--- config.mk ---
export PLATFORM = sky130hd
export DESIGN_NAME = sbus_frame_channel_decoder_flat
export DESIGN_NICKNAME = d
export VERILOG_FILES = /design/src/rtl/core/sbfd_pkg.sv /design/src/rtl/core/sbfd_if.sv /design/src/rtl/core/sbfd_cell.sv /design/src/rtl/core/sbus_frame_channel_decoder.sv /design/src/flat_wrapper.sv
export SDC_FILE = /design/constraint.sdc
export NUM_CORES = 1
export LEC_CHECK = 0
export BUFFER_PORTS_ARGS = -buffer_cell sky130_fd_sc_hd__buf_4
export CORE_MARGIN = 2
export CORE_UTILIZATION = 56
export DETAILED_ROUTE_END_ITERATION = 10
export GPL_ROUTABILITY_DRIVEN = 0
export PLACE_DENSITY = 0.76
export SETUP_SLACK_MARGIN = 0.5
export SLEW_MARGIN = 20
export SYNTH_ARGS = -nofsm -noshare
export SYNTH_HDL_FRONTEND = slang
export SYNTH_SLANG_ARGS = --single-unit
--- constraint.sdc ---
create_clock -name clk -period 8.3 [get_ports clk]
set_clock_uncertainty 0.05 [all_clocks]
set_input_delay 0.83 -clock clk [delete_from_list [all_inputs] [get_ports clk]]
set_output_delay 0.83 -clock clk [all_outputs]
set_load 0.03 [all_outputs]
--- src/rtl/core/sbfd_pkg.sv ---
`timescale 1ns / 1ps

package sbfd_pkg;

    localparam int FRAME_LEN  = 25;
    localparam int NUM_CELLS  = FRAME_LEN - 2;  // frame bytes 1..23 behind the sync byte
    localparam int NUM_CHANS  = 10;
    localparam int CHAN_W     = 11;
    localparam int CNT_W      = 5;
    localparam int FLAGS_POS  = 23;
    localparam int CHAN_BYTES = 14;             // bytes 1..14 carry the first ten channels

    typedef logic [7:0]        byte_t;
    typedef logic [CHAN_W-1:0] chan_t;
    typedef logic [CNT_W-1:0]  count_t;

    localparam byte_t  SYNC_BYTE = 8'h0F;
    localparam byte_t  ZERO_BYTE = 8'h00;
    localparam count_t CNT_IDLE  = 5'd0;
    localparam count_t CNT_LAST  = 5'(FRAME_LEN - 1);

endpackage

--- src/rtl/core/sbfd_if.sv ---
`timescale 1ns / 1ps

interface sbfd_byte_if;
    import sbfd_pkg::*;
    logic  valid;
    logic  ready;
    byte_t rx_byte;

    modport source (output valid, output rx_byte, input ready);
    modport sink   (input valid, input rx_byte, output ready);
endinterface

interface sbfd_chan_if;
    import sbfd_pkg::*;
    logic  valid;
    logic  ready;
    chan_t chan1;
    chan_t chan2;
    chan_t chan3;
    chan_t chan4;
    chan_t chan5;
    chan_t chan6;
    chan_t chan7;
    chan_t chan8;
    chan_t chan9;
    chan_t chan10;
    logic  fault;

    modport source (output valid, output chan1, output chan2, output chan3, output chan4,
                    output chan5, output chan6, output chan7, output chan8, output chan9,
                    output chan10, output fault, input ready);
    modport sink   (input valid, input chan1, input chan2, input chan3, input chan4,
                    input chan5, input chan6, input chan7, input chan8, input chan9,
                    input chan10, input fault, output ready);
endinterface

--- src/rtl/core/sbfd_cell.sv ---
`timescale 1ns / 1ps

// One byte stage of the frame shift line.
module sbfd_cell
    import sbfd_pkg::*;
(
    input  logic  clk,
    input  logic  shift,
    input  byte_t d,
    output byte_t q
);

    byte_t data_reg;

    always_ff @(posedge clk)
    begin
        if (shift)
        begin
            data_reg <= d;
        end
    end

    assign q = data_reg;

endmodule

--- src/rtl/core/sbus_frame_channel_decoder.sv ---
`timescale 1ns / 1ps

// SBUS frame decoder. Takes one received serial byte per beat and hunts for
// the sync byte 0x0F; after it, 24 more bytes make up the frame (the end byte
// is not checked, and a 0x0F inside a frame is plain data). On the beat that
// carries the 25th byte, one result beat is queued: channels 1..10 (11 bits
// each, little-endian packed from frame byte 1) and fault, set when the
// flags byte (byte 23) is nonzero. Channels are always sent; ignore them
// when fault is set. One byte is taken every cycle unless intake is stalled;
// the result shows on the channels port the cycle after the last frame byte
// is taken. The result sits in a single output register: while it waits unread,
// byte intake stops, and it resumes in the same cycle the result is taken.
module sbus_frame_channel_decoder
    import sbfd_pkg::*;
(
    input  logic        clk,
    input  logic        rst_n,
    sbfd_byte_if.sink   bytes,
    sbfd_chan_if.source channels
);

    // handshake
    logic   take;
    logic   emit;
    logic   out_valid_reg;
    logic   out_valid_next;
    count_t byte_count_reg;
    count_t byte_count_next;

    assign bytes.ready = !out_valid_reg || channels.ready;
    assign take        = bytes.valid && bytes.ready;

    // frame counter: 0 means hunting for sync
    always_comb
    begin
        byte_count_next = byte_count_reg;
        emit            = 1'b0;
        if (take)
        begin
            case (byte_count_reg)
                CNT_IDLE:
                begin
                    byte_count_next = (bytes.rx_byte == SYNC_BYTE) ? count_t'(1) : CNT_IDLE;
                end
                CNT_LAST:
                begin
                    byte_count_next = CNT_IDLE;
                    emit            = 1'b1;
                end
                default:
                begin
                    // out-of-range counts fall back to hunting
                    if (byte_count_reg > CNT_LAST)
                    begin
                        byte_count_next = (bytes.rx_byte == SYNC_BYTE) ? count_t'(1) : CNT_IDLE;
                    end
                    else
                    begin
                        byte_count_next = byte_count_reg + count_t'(1);
                    end
                end
            endcase
        end
    end

    always_ff @(posedge clk or negedge rst_n)
    begin
        if (!rst_n)
        begin
            byte_count_reg <= CNT_IDLE;
        end
        else
        begin
            byte_count_reg <= byte_count_next;
        end
    end

    // shift line: cell 0 holds the newest byte. With the last byte on the
    // input, cell k holds frame byte 23-k.
    byte_t cell_q [NUM_CELLS];

    genvar gi;
    generate
        for (gi = 0; gi < NUM_CELLS; gi++)
        begin : g_cell
            if (gi == 0)
            begin : g_head
                sbfd_cell u_cell (
                    .clk   (clk),
                    .shift (take),
                    .d     (bytes.rx_byte),
                    .q     (cell_q[gi])
                );
            end
            else
            begin : g_body
                sbfd_cell u_cell (
                    .clk   (clk),
                    .shift (take),
                    .d     (cell_q[gi-1]),
                    .q     (cell_q[gi])
                );
            end
        end
    endgenerate

    // bit stream of frame bytes 1..14, byte 1 at the bottom
    logic [8*CHAN_BYTES-1:0] stream;
    chan_t                   chan_dec [NUM_CHANS];

    generate
        for (gi = 0; gi < CHAN_BYTES; gi++)
        begin : g_stream
            assign stream[8*gi +: 8] = cell_q[FLAGS_POS - 1 - gi];
        end
        for (gi = 0; gi < NUM_CHANS; gi++)
        begin : g_chan
            assign chan_dec[gi] = stream[CHAN_W*gi +: CHAN_W];
        end
    endgenerate

    // output register
    always_comb
    begin
        out_valid_next = out_valid_reg;
        if (emit)
        begin
            out_valid_next = 1'b1;
        end
        else if (channels.ready)
        begin
            out_valid_next = 1'b0;
        end
    end

    always_ff @(posedge clk or negedge rst_n)
    begin
        if (!rst_n)
        begin
            out_valid_reg <= 1'b0;
        end
        else
        begin
            out_valid_reg <= out_valid_next;
        end
    end

    chan_t chan_reg [NUM_CHANS];
    logic  fault_reg;

    always_ff @(posedge clk)
    begin
        if (emit)
        begin
            chan_reg  <= chan_dec;
            fault_reg <= (cell_q[0] != ZERO_BYTE);
        end
    end

    assign channels.valid  = out_valid_reg;
    assign channels.chan1  = chan_reg[0];
    assign channels.chan2  = chan_reg[1];
    assign channels.chan3  = chan_reg[2];
    assign channels.chan4  = chan_reg[3];
    assign channels.chan5  = chan_reg[4];
    assign channels.chan6  = chan_reg[5];
    assign channels.chan7  = chan_reg[6];
    assign channels.chan8  = chan_reg[7];
    assign channels.chan9  = chan_reg[8];
    assign channels.chan10 = chan_reg[9];
    assign channels.fault  = fault_reg;

endmodule

--- src/flat_wrapper.sv ---
// flat-port wrapper written by rule: the top's interface ports become plain ports
module sbus_frame_channel_decoder_flat import sbfd_pkg::*;
  (clk, rst_n, bytes_valid, bytes_rx_byte, bytes_ready, channels_valid, channels_chan1, channels_chan2, channels_chan3, channels_chan4, channels_chan5, channels_chan6, channels_chan7, channels_chan8, channels_chan9, channels_chan10, channels_fault, channels_ready);
  sbfd_byte_if bytes_i ();
  sbfd_chan_if channels_i ();
  input  logic clk;
  input  logic rst_n;
  input wire logic [$bits(bytes_i.valid)-1:0] bytes_valid;
  input wire logic [$bits(bytes_i.rx_byte)-1:0] bytes_rx_byte;
  output wire logic [$bits(bytes_i.ready)-1:0] bytes_ready;
  output wire logic [$bits(channels_i.valid)-1:0] channels_valid;
  output wire logic [$bits(channels_i.chan1)-1:0] channels_chan1;
  output wire logic [$bits(channels_i.chan2)-1:0] channels_chan2;
  output wire logic [$bits(channels_i.chan3)-1:0] channels_chan3;
  output wire logic [$bits(channels_i.chan4)-1:0] channels_chan4;
  output wire logic [$bits(channels_i.chan5)-1:0] channels_chan5;
  output wire logic [$bits(channels_i.chan6)-1:0] channels_chan6;
  output wire logic [$bits(channels_i.chan7)-1:0] channels_chan7;
  output wire logic [$bits(channels_i.chan8)-1:0] channels_chan8;
  output wire logic [$bits(channels_i.chan9)-1:0] channels_chan9;
  output wire logic [$bits(channels_i.chan10)-1:0] channels_chan10;
  output wire logic [$bits(channels_i.fault)-1:0] channels_fault;
  input wire logic [$bits(channels_i.ready)-1:0] channels_ready;
  assign bytes_i.valid = bytes_valid;
  assign bytes_i.rx_byte = bytes_rx_byte;
  assign bytes_ready = bytes_i.ready;
  assign channels_valid = channels_i.valid;
  assign channels_chan1 = channels_i.chan1;
  assign channels_chan2 = channels_i.chan2;
  assign channels_chan3 = channels_i.chan3;
  assign channels_chan4 = channels_i.chan4;
  assign channels_chan5 = channels_i.chan5;
  assign channels_chan6 = channels_i.chan6;
  assign channels_chan7 = channels_i.chan7;
  assign channels_chan8 = channels_i.chan8;
  assign channels_chan9 = channels_i.chan9;
  assign channels_chan10 = channels_i.chan10;
  assign channels_fault = channels_i.fault;
  assign channels_i.ready = channels_ready;
  sbus_frame_channel_decoder u_core (.clk(clk), .rst_n(rst_n), .bytes(bytes_i), .channels(channels_i));
endmodule
==> run_results.csv, run 1 <==
group,metric,value,unit
run_status,status,"finished, final reports clean",
cells_and_area,layout.nets,516,
logic_synthesis,synth_cell_types,29,
setup_path,worstSetupPathType,"flip-flop to flip-flop",
timing,tightest_slew,1060,ps
route,antenna_left,0,
floorplan,initial_core_util,56.7,%
setup_path,cp.arrival,3370,ps
cts,cts_tree,"built",
logic_synthesis,synthesis.nets,362,
global_routing,grt-ovfl-total,0,
place,dp.cells,692,
setup_path,path_delay_family,"simple AND/OR/NAND/NOR gates",
pwr,p_total,3.13,mW
setup_path,worst-path-max-fanout,84,
cts,clkTransAtPathRegs,60,ps
route,wirelength,12900,um
floorplan,top_level_ports,125,
cts,clkSinkCount,301,
setup_path,r2r-start,"u_core.byte_count_reg[0]$_DFFE_PN0P_",
pwr,leakagePower,4.02,nW
pwr,vdd_drop_max,0.190,mV
setup_path,reg2reg_to,"u_core.channels.chan9[10]$_DFFE_PP_",
cts,cts_buffers,28,
timing,timing.fmax,0.305,GHz
logic_synthesis,ys_top_cells_by_area,"edfxtp_1 (95%), dfrtp_1 (1.6%), ha_1 (0.27%), nor4_1 (0.27%), nand2_4 (0.24%)",
global_routing,grt_pass1_vias,3708,
cells_and_area,multi_input_area,297,um2
setup_path,worstPathCellList,"inv_1 > ha_1 > nor2b_1 > nand3_1 > nor2_4 > buf_4",
place,dp_slack,5040,ps
timing,timing.final.ws_setup,5020,ps
cts,ctsHoldBuffers,0,
logic_synthesis,synth_area_per_cell,26.8,um2
global_routing,antenna_found_initial,0,
cells_and_area,drive_gt1_share,33.3,%
timing,slew_headroom,29.4,%
cts,htree_levels,1,
timing,rsz0062_at_grt,"no",
cts,cts_resized,0,
logic_synthesis,ys_warn_count,0,
setup_path,crit_path_start_kind,"flip-flop",
floorplan,core,0.0165,mm2
global_routing,grt_start_max_net_pins,98,
logic_synthesis,synth_top_area_cell,"edfxtp_1",
setup_path,critPathSlowestCell,"buf_4",
cts,cts-root-buf,"clkbuf_16",
setup_path,slowest_delay,900,ps
setup_path,required,8400,ps
setup_path,worst-path-buf-inv,2,
setup_path,end_kind,"flip-flop",
floorplan,die_area,0.0177,mm2
route,drc,0,
global_routing,grt_pass1_wl,19800,um
route,dr.pass1.iters,5,
logic_synthesis,syn_inst,348,
place,dp_hpwl,7170,um
route,vias,3724,
timing,hold_violations,0,
cells_and_area,num_antenna_cells,0,
global_routing,grt_usage,14.3,%
floorplan,die_h,133,um
timing,period_needed,3280,ps
logic_synthesis,synth_top_area_share,94.9,%
cts,clk_path_buf_depth,3,
route,post_drt_wl_per_cell,17.4,um
place,io_buffers,124,
pwr,p_per_area,274,mW/mm2
hold_path,hold_class,"primary input to asynchronous set/reset pin",
floorplan,die_w,133,um
logic_synthesis,ys_seq_area_share,96.5,%
logic_synthesis,ys_seq_elements,301,
timing,setup_viol,0,
floorplan,rows,47,
setup_path,reg2reg_depth,6,
cts,clock_latency,530,ps
timing,slew_viol_final,0,
cts,postCtsSetupBuffers,0,
cells_and_area,largest_reg_flops,176,
cells_and_area,final_area,0.0114,mm2
logic_synthesis,syn_area,0.00934,mm2
route,drtIter0Drc,316,
cells_and_area,regArea,0.00901,mm2
timing,fin_crit_sh,39.5,%
route,viasPerCell,5.02,
cells_and_area,layout.cells.non_filler,742,
timing,fin_tns_setup,0,ps
setup_path,rrSetupSlack,5020,ps
cells_and_area,n_fill_cell,984,
place,placed_area,0.0106,mm2
cells_and_area,area_growth,22.5,%
flow_run,max_cap_viol_count,0,
cell type report:
type,instances,share of cell area (%)
clock inverter,19,1.26
timing repair buffer,126,8.30
tap,220,2.41
clock buffer,31,6.41
sequential,301,78.8
inverter,5,0.252
multi-input combinational,40,2.59
cells in the final DEF (no fill, tap or decap), types with 3 or more instances in the layout:
cell	count
nand2_1	4
clkinv_1	10
edfxtp_1	295
nor4_1	4
a31oi_1	3
nor2_1	3
clkinv_2	4
nand3_1	3
clkbuf_16	29
dfrtp_1	6
buf_4	125
report_power, final:
part | internal [mW] | total [mW] | switching [mW] | leakage, nW
clock | 0.695 | 1.21 | 0.511 | 0.426
sequential | 1.76 | 1.81 | 0.0488 | 2.87
combinational | 0.0403 | 0.113 | 0.0726 | 0.718
how the worst max path moves through the flow:
stage                                               startpoint                                   to  slack [ps]  cells past startpoint
after floorplan                                 channels_ready  u_core.channels.chan10[0]$_DFFE_PP_        1950                      4
after global placement                          channels_ready  u_core.channels.chan10[7]$_DFFE_PP_        5150                      6
after detailed placement                        channels_ready  u_core.channels.chan10[7]$_DFFE_PP_        5040                      6
after CTS                 u_core.byte_count_reg[0]$_DFFE_PN0P_  u_core.channels.chan10[2]$_DFFE_PP_        5070                      6
after global routing      u_core.byte_count_reg[0]$_DFFE_PN0P_  u_core.channels.chan10[2]$_DFFE_PP_        4810                      6
final                     u_core.byte_count_reg[0]$_DFFE_PN0P_  u_core.channels.chan9[10]$_DFFE_PP_        5020                      6
layer usage:
metal	wire (um)	vias to the layer above	track usage [%]
met3	823	24	3.27
met4	251	0	4.61
met2	6100	141	22.2
li1	-	1713	-
met5	0	-	0
met1	5720	1846	20.9
kinds of logic (layout without fill, tap and decap cells):
| family | count (synthesis) | in the layout | synth area share [%] |
|---|---|---|---|
| muxes | 1 | 1 | 0.161 |
| adders and majority gates | 2 | 2 | 0.268 |
| DFF | 301 | 301 | 96.5 |
| AOI/OAI and AO/OA | 11 | 11 | 0.710 |
| buffers and inverters | 7 | 181 | 0.415 |
| and+or+nand+nor | 26 | 26 | 1.96 |
metrics by stage:
step                utilization (%)  hold slack (ps)
finish                         69.5             53.3
global route                   69.5             31.6
CTS                            69.4             32.2
detailed placement             64.1              355
global placement               64.1              351
floorplan                         -              350
synth_stat cells:
library cell,instances
nand3_1,3
nand2_1,4
nor2_1,4
mux2_4,1
a21oi_1,2
o21ai_1,1
nor4_4,1
nand2_4,2
a31oi_1,3
o22ai_1,1
o21ai_0,2
nor4_1,4
nor2b_1,2
ha_1,2
inv_1,2
a311oi_1,1
nor4b_1,1
nand4b_1,1
inv_4,1
edfxtp_1,295
nand2b_1,2
nor2b_4,1
nor3b_2,1
inv_6,1
inv_2,1
dfrtp_1,6
buf_2,1
buf_4,1
o31ai_1,1
Note: power is estimated with default switching activity, not from simulation.
==> run 2: changes to the inputs <==
--- a/config.mk
+++ b/config.mk
@@ -7,10 +7,10 @@
 export LEC_CHECK = 0
 export BUFFER_PORTS_ARGS = -buffer_cell sky130_fd_sc_hd__buf_4
 export CORE_MARGIN = 2
-export CORE_UTILIZATION = 56
+export CORE_UTILIZATION = 51
 export DETAILED_ROUTE_END_ITERATION = 10
 export GPL_ROUTABILITY_DRIVEN = 0
-export PLACE_DENSITY = 0.76
+export PLACE_DENSITY = 0.73
 export SETUP_SLACK_MARGIN = 0.5
 export SLEW_MARGIN = 20
 export SYNTH_ARGS = -nofsm -noshare
==> constraint.sdc (replaced) <==
create_clock -name clk -period 2.95 [get_ports clk]
set_clock_uncertainty 0.05 [all_clocks]
set_input_delay 0.295 -clock clk [delete_from_list [all_inputs] [get_ports clk]]
set_output_delay 0.295 -clock clk [all_outputs]
set_load 0.03 [all_outputs]
==> run_results.csv, run 2 (synthesis gave the netlist of run 1 again) <==
group,metric,value,unit
timing,timing.fmax,0.466,GHz
setup_path,crit_path_start_kind,"flip-flop",
global_routing,grt-ovfl-total,0,
cells_and_area,largest_reg_flops,176,
setup_path,critPathSlowestCell,"dfrtp_1",
run_status,status,"finished, final reports clean",
timing,setup_viol,0,
route,post_drt_wl_per_cell,17.2,um
timing,period_needed,2140,ps
route,drtIter0Drc,246,
cells_and_area,drive_gt1_share,34.1,%
floorplan,initial_core_util,52.0,%
cts,clock_latency,510,ps
floorplan,die_w,139,um
floorplan,die_h,139,um
cells_and_area,num_antenna_cells,0,
pwr,vdd_drop_max,0.530,mV
cts,cts_tree,"built",
route,viasPerCell,5.05,
global_routing,grtUsageMet1,19.3,%
cts,postCtsSetupBuffers,0,
cts,htree_levels,1,
cells_and_area,layout.nets,529,
timing,slew_viol_final,0,
setup_path,slowest_delay,450,ps
cells_and_area,fin_util,64.9,%
global_routing,grt_usage,13.4,%
setup_path,worstSetupPathType,"flip-flop to flip-flop",
cts,cts_buffers,28,
place,io_buffers,124,
setup_path,required,3080,ps
route,vias,3862,
route,drc,0,
timing,rsz0062_at_grt,"no",
route,wirelength,13200,um
cells_and_area,area_growth,24.8,%
pwr,p_per_area,764,mW/mm2
floorplan,core,0.0180,mm2
route,antenna_left,0,
timing,hold_violations,0,
pwr,leakagePower,4.12,nW
timing,tightest_slew,664,ps
hold_path,hold_class,"primary input to asynchronous set/reset pin",
route,dr.pass1.iters,5,
cells_and_area,final_common_cell,"edfxtp_1",
cts,cts_resized,0,
floorplan,top_level_ports,125,
flow_run,max_cap_viol_count,0,
cts,ctsHoldBuffers,9,
cts,cts-root-buf,"clkbuf_16",
cts,clkSinkCount,301,
setup_path,path_delay_family,"simple AND/OR/NAND/NOR gates",
setup_path,crit_start,"u_core.byte_count_reg[0]$_DFFE_PN0P_",
global_routing,grt_start_max_net_pins,94,
setup_path,cp.arrival,2280,ps
cells_and_area,layout_common_cells,"edfxtp_1 (295), buf_4 (126), clkbuf_16 (29)",
global_routing,grt_pass1_vias,3813,
global_routing,grt_pass1_wl,20700,um
setup_path,worst-path-buf-inv,2,
floorplan,rows,49,
place,dp_slack,837,ps
place,dp_hpwl,7830,um
cells_and_area,n_fill_cell,1139,
cts,clkTransAtPathRegs,60,ps
setup_path,worstPathCellList,"inv_1 > ha_1 > nor2b_4 > nand3_2 > nor2_4 > buf_12",
global_routing,top_usage_layer,"met2",
global_routing,use_met3,3.41,%
floorplan,die_area,0.0194,mm2
global_routing,antenna_found_initial,0,
setup_path,r2r-start,"u_core.byte_count_reg[0]$_DFFE_PN0P_",
cts,clk_path_buf_depth,3,
global_routing,grt_use_met2,20.9,%
timing,slew_headroom,55.7,%
setup_path,worst-path-max-fanout,65,
setup_path,end_kind,"flip-flop",
timing,timing.final.ws_setup,805,ps
timing,fin_crit_sh,72.7,%
## run 2: cell types whose count changed in the layout (fill, tap and decap cells not counted), sizes merged
cell | before | now
dlygate4sd3 | 0 | 9
buf | 126 | 130
clkbuf | 31 | 33
bufinv | 2 | 3
clkinv | 14 | 13
clkinvlp | 2 | 1
## run 2: report_power, final
group	switching, mW	internal (mW)	leakage, nW
Clock	1.39	2.05	0.446
Combinational	0.214	0.141	0.795
Sequential	0.146	4.95	2.87
## run 2: cell type report
class | instances | area (um2) | area share [%]
clock inverters | 18 | 164 | 1.41
repair buffers | 139 | 1120 | 9.58
multi-input cells | 40 | 309 | 2.65
inverters | 5 | 28.8 | 0.247
flip-flops and latches | 301 | 9010 | 77.3
well taps | 229 | 287 | 2.46
clock buffers | 33 | 741 | 6.36
## run 2: metal layers
layer  wire, um  up-vias
met5          0        -
met4        208        0
met3       1070       22
met2       6290      171
met1       5600     1926
li1           -     1743
## run 2: final timing paths
path	to	slack [ps]	cells after the start
worst min register to register	u_core.g_cell[9].g_body.u_cell.q[7]$_DFFE_PP_	370	0
worst max-delay path	u_core.channels.chan9[1]$_DFFE_PP_	810	6
max in group asynchronous	u_core.byte_count_reg[0]$_DFFE_PN0P_	2660	2
worst min-delay path	u_core.byte_count_reg[4]$_DFFE_PN0P_	80	2
min in group clk	u_core.channels.valid$_DFFE_PN0P_	80	4
worst max register to register	u_core.channels.chan9[1]$_DFFE_PP_	810	6
## run 2: stage by stage
stage | std cells | area (um2) | hold slack (ps) | power (mW) | setup TNS [ps]
after floorplan | 348 | 9360 | -50.6 | 5.38 | -7340
after global placement | 705 | 10700 | 54.2 | 5.47 | 0
after detailed placement | 705 | 10700 | 55.9 | 5.52 | 0
after CTS | 765 | 11700 | 50.5 | 8.97 | 0
after global routing | 765 | 11700 | 57.8 | 9.22 | 0
final | 765 | 11700 | 76.8 | 8.90 | 0
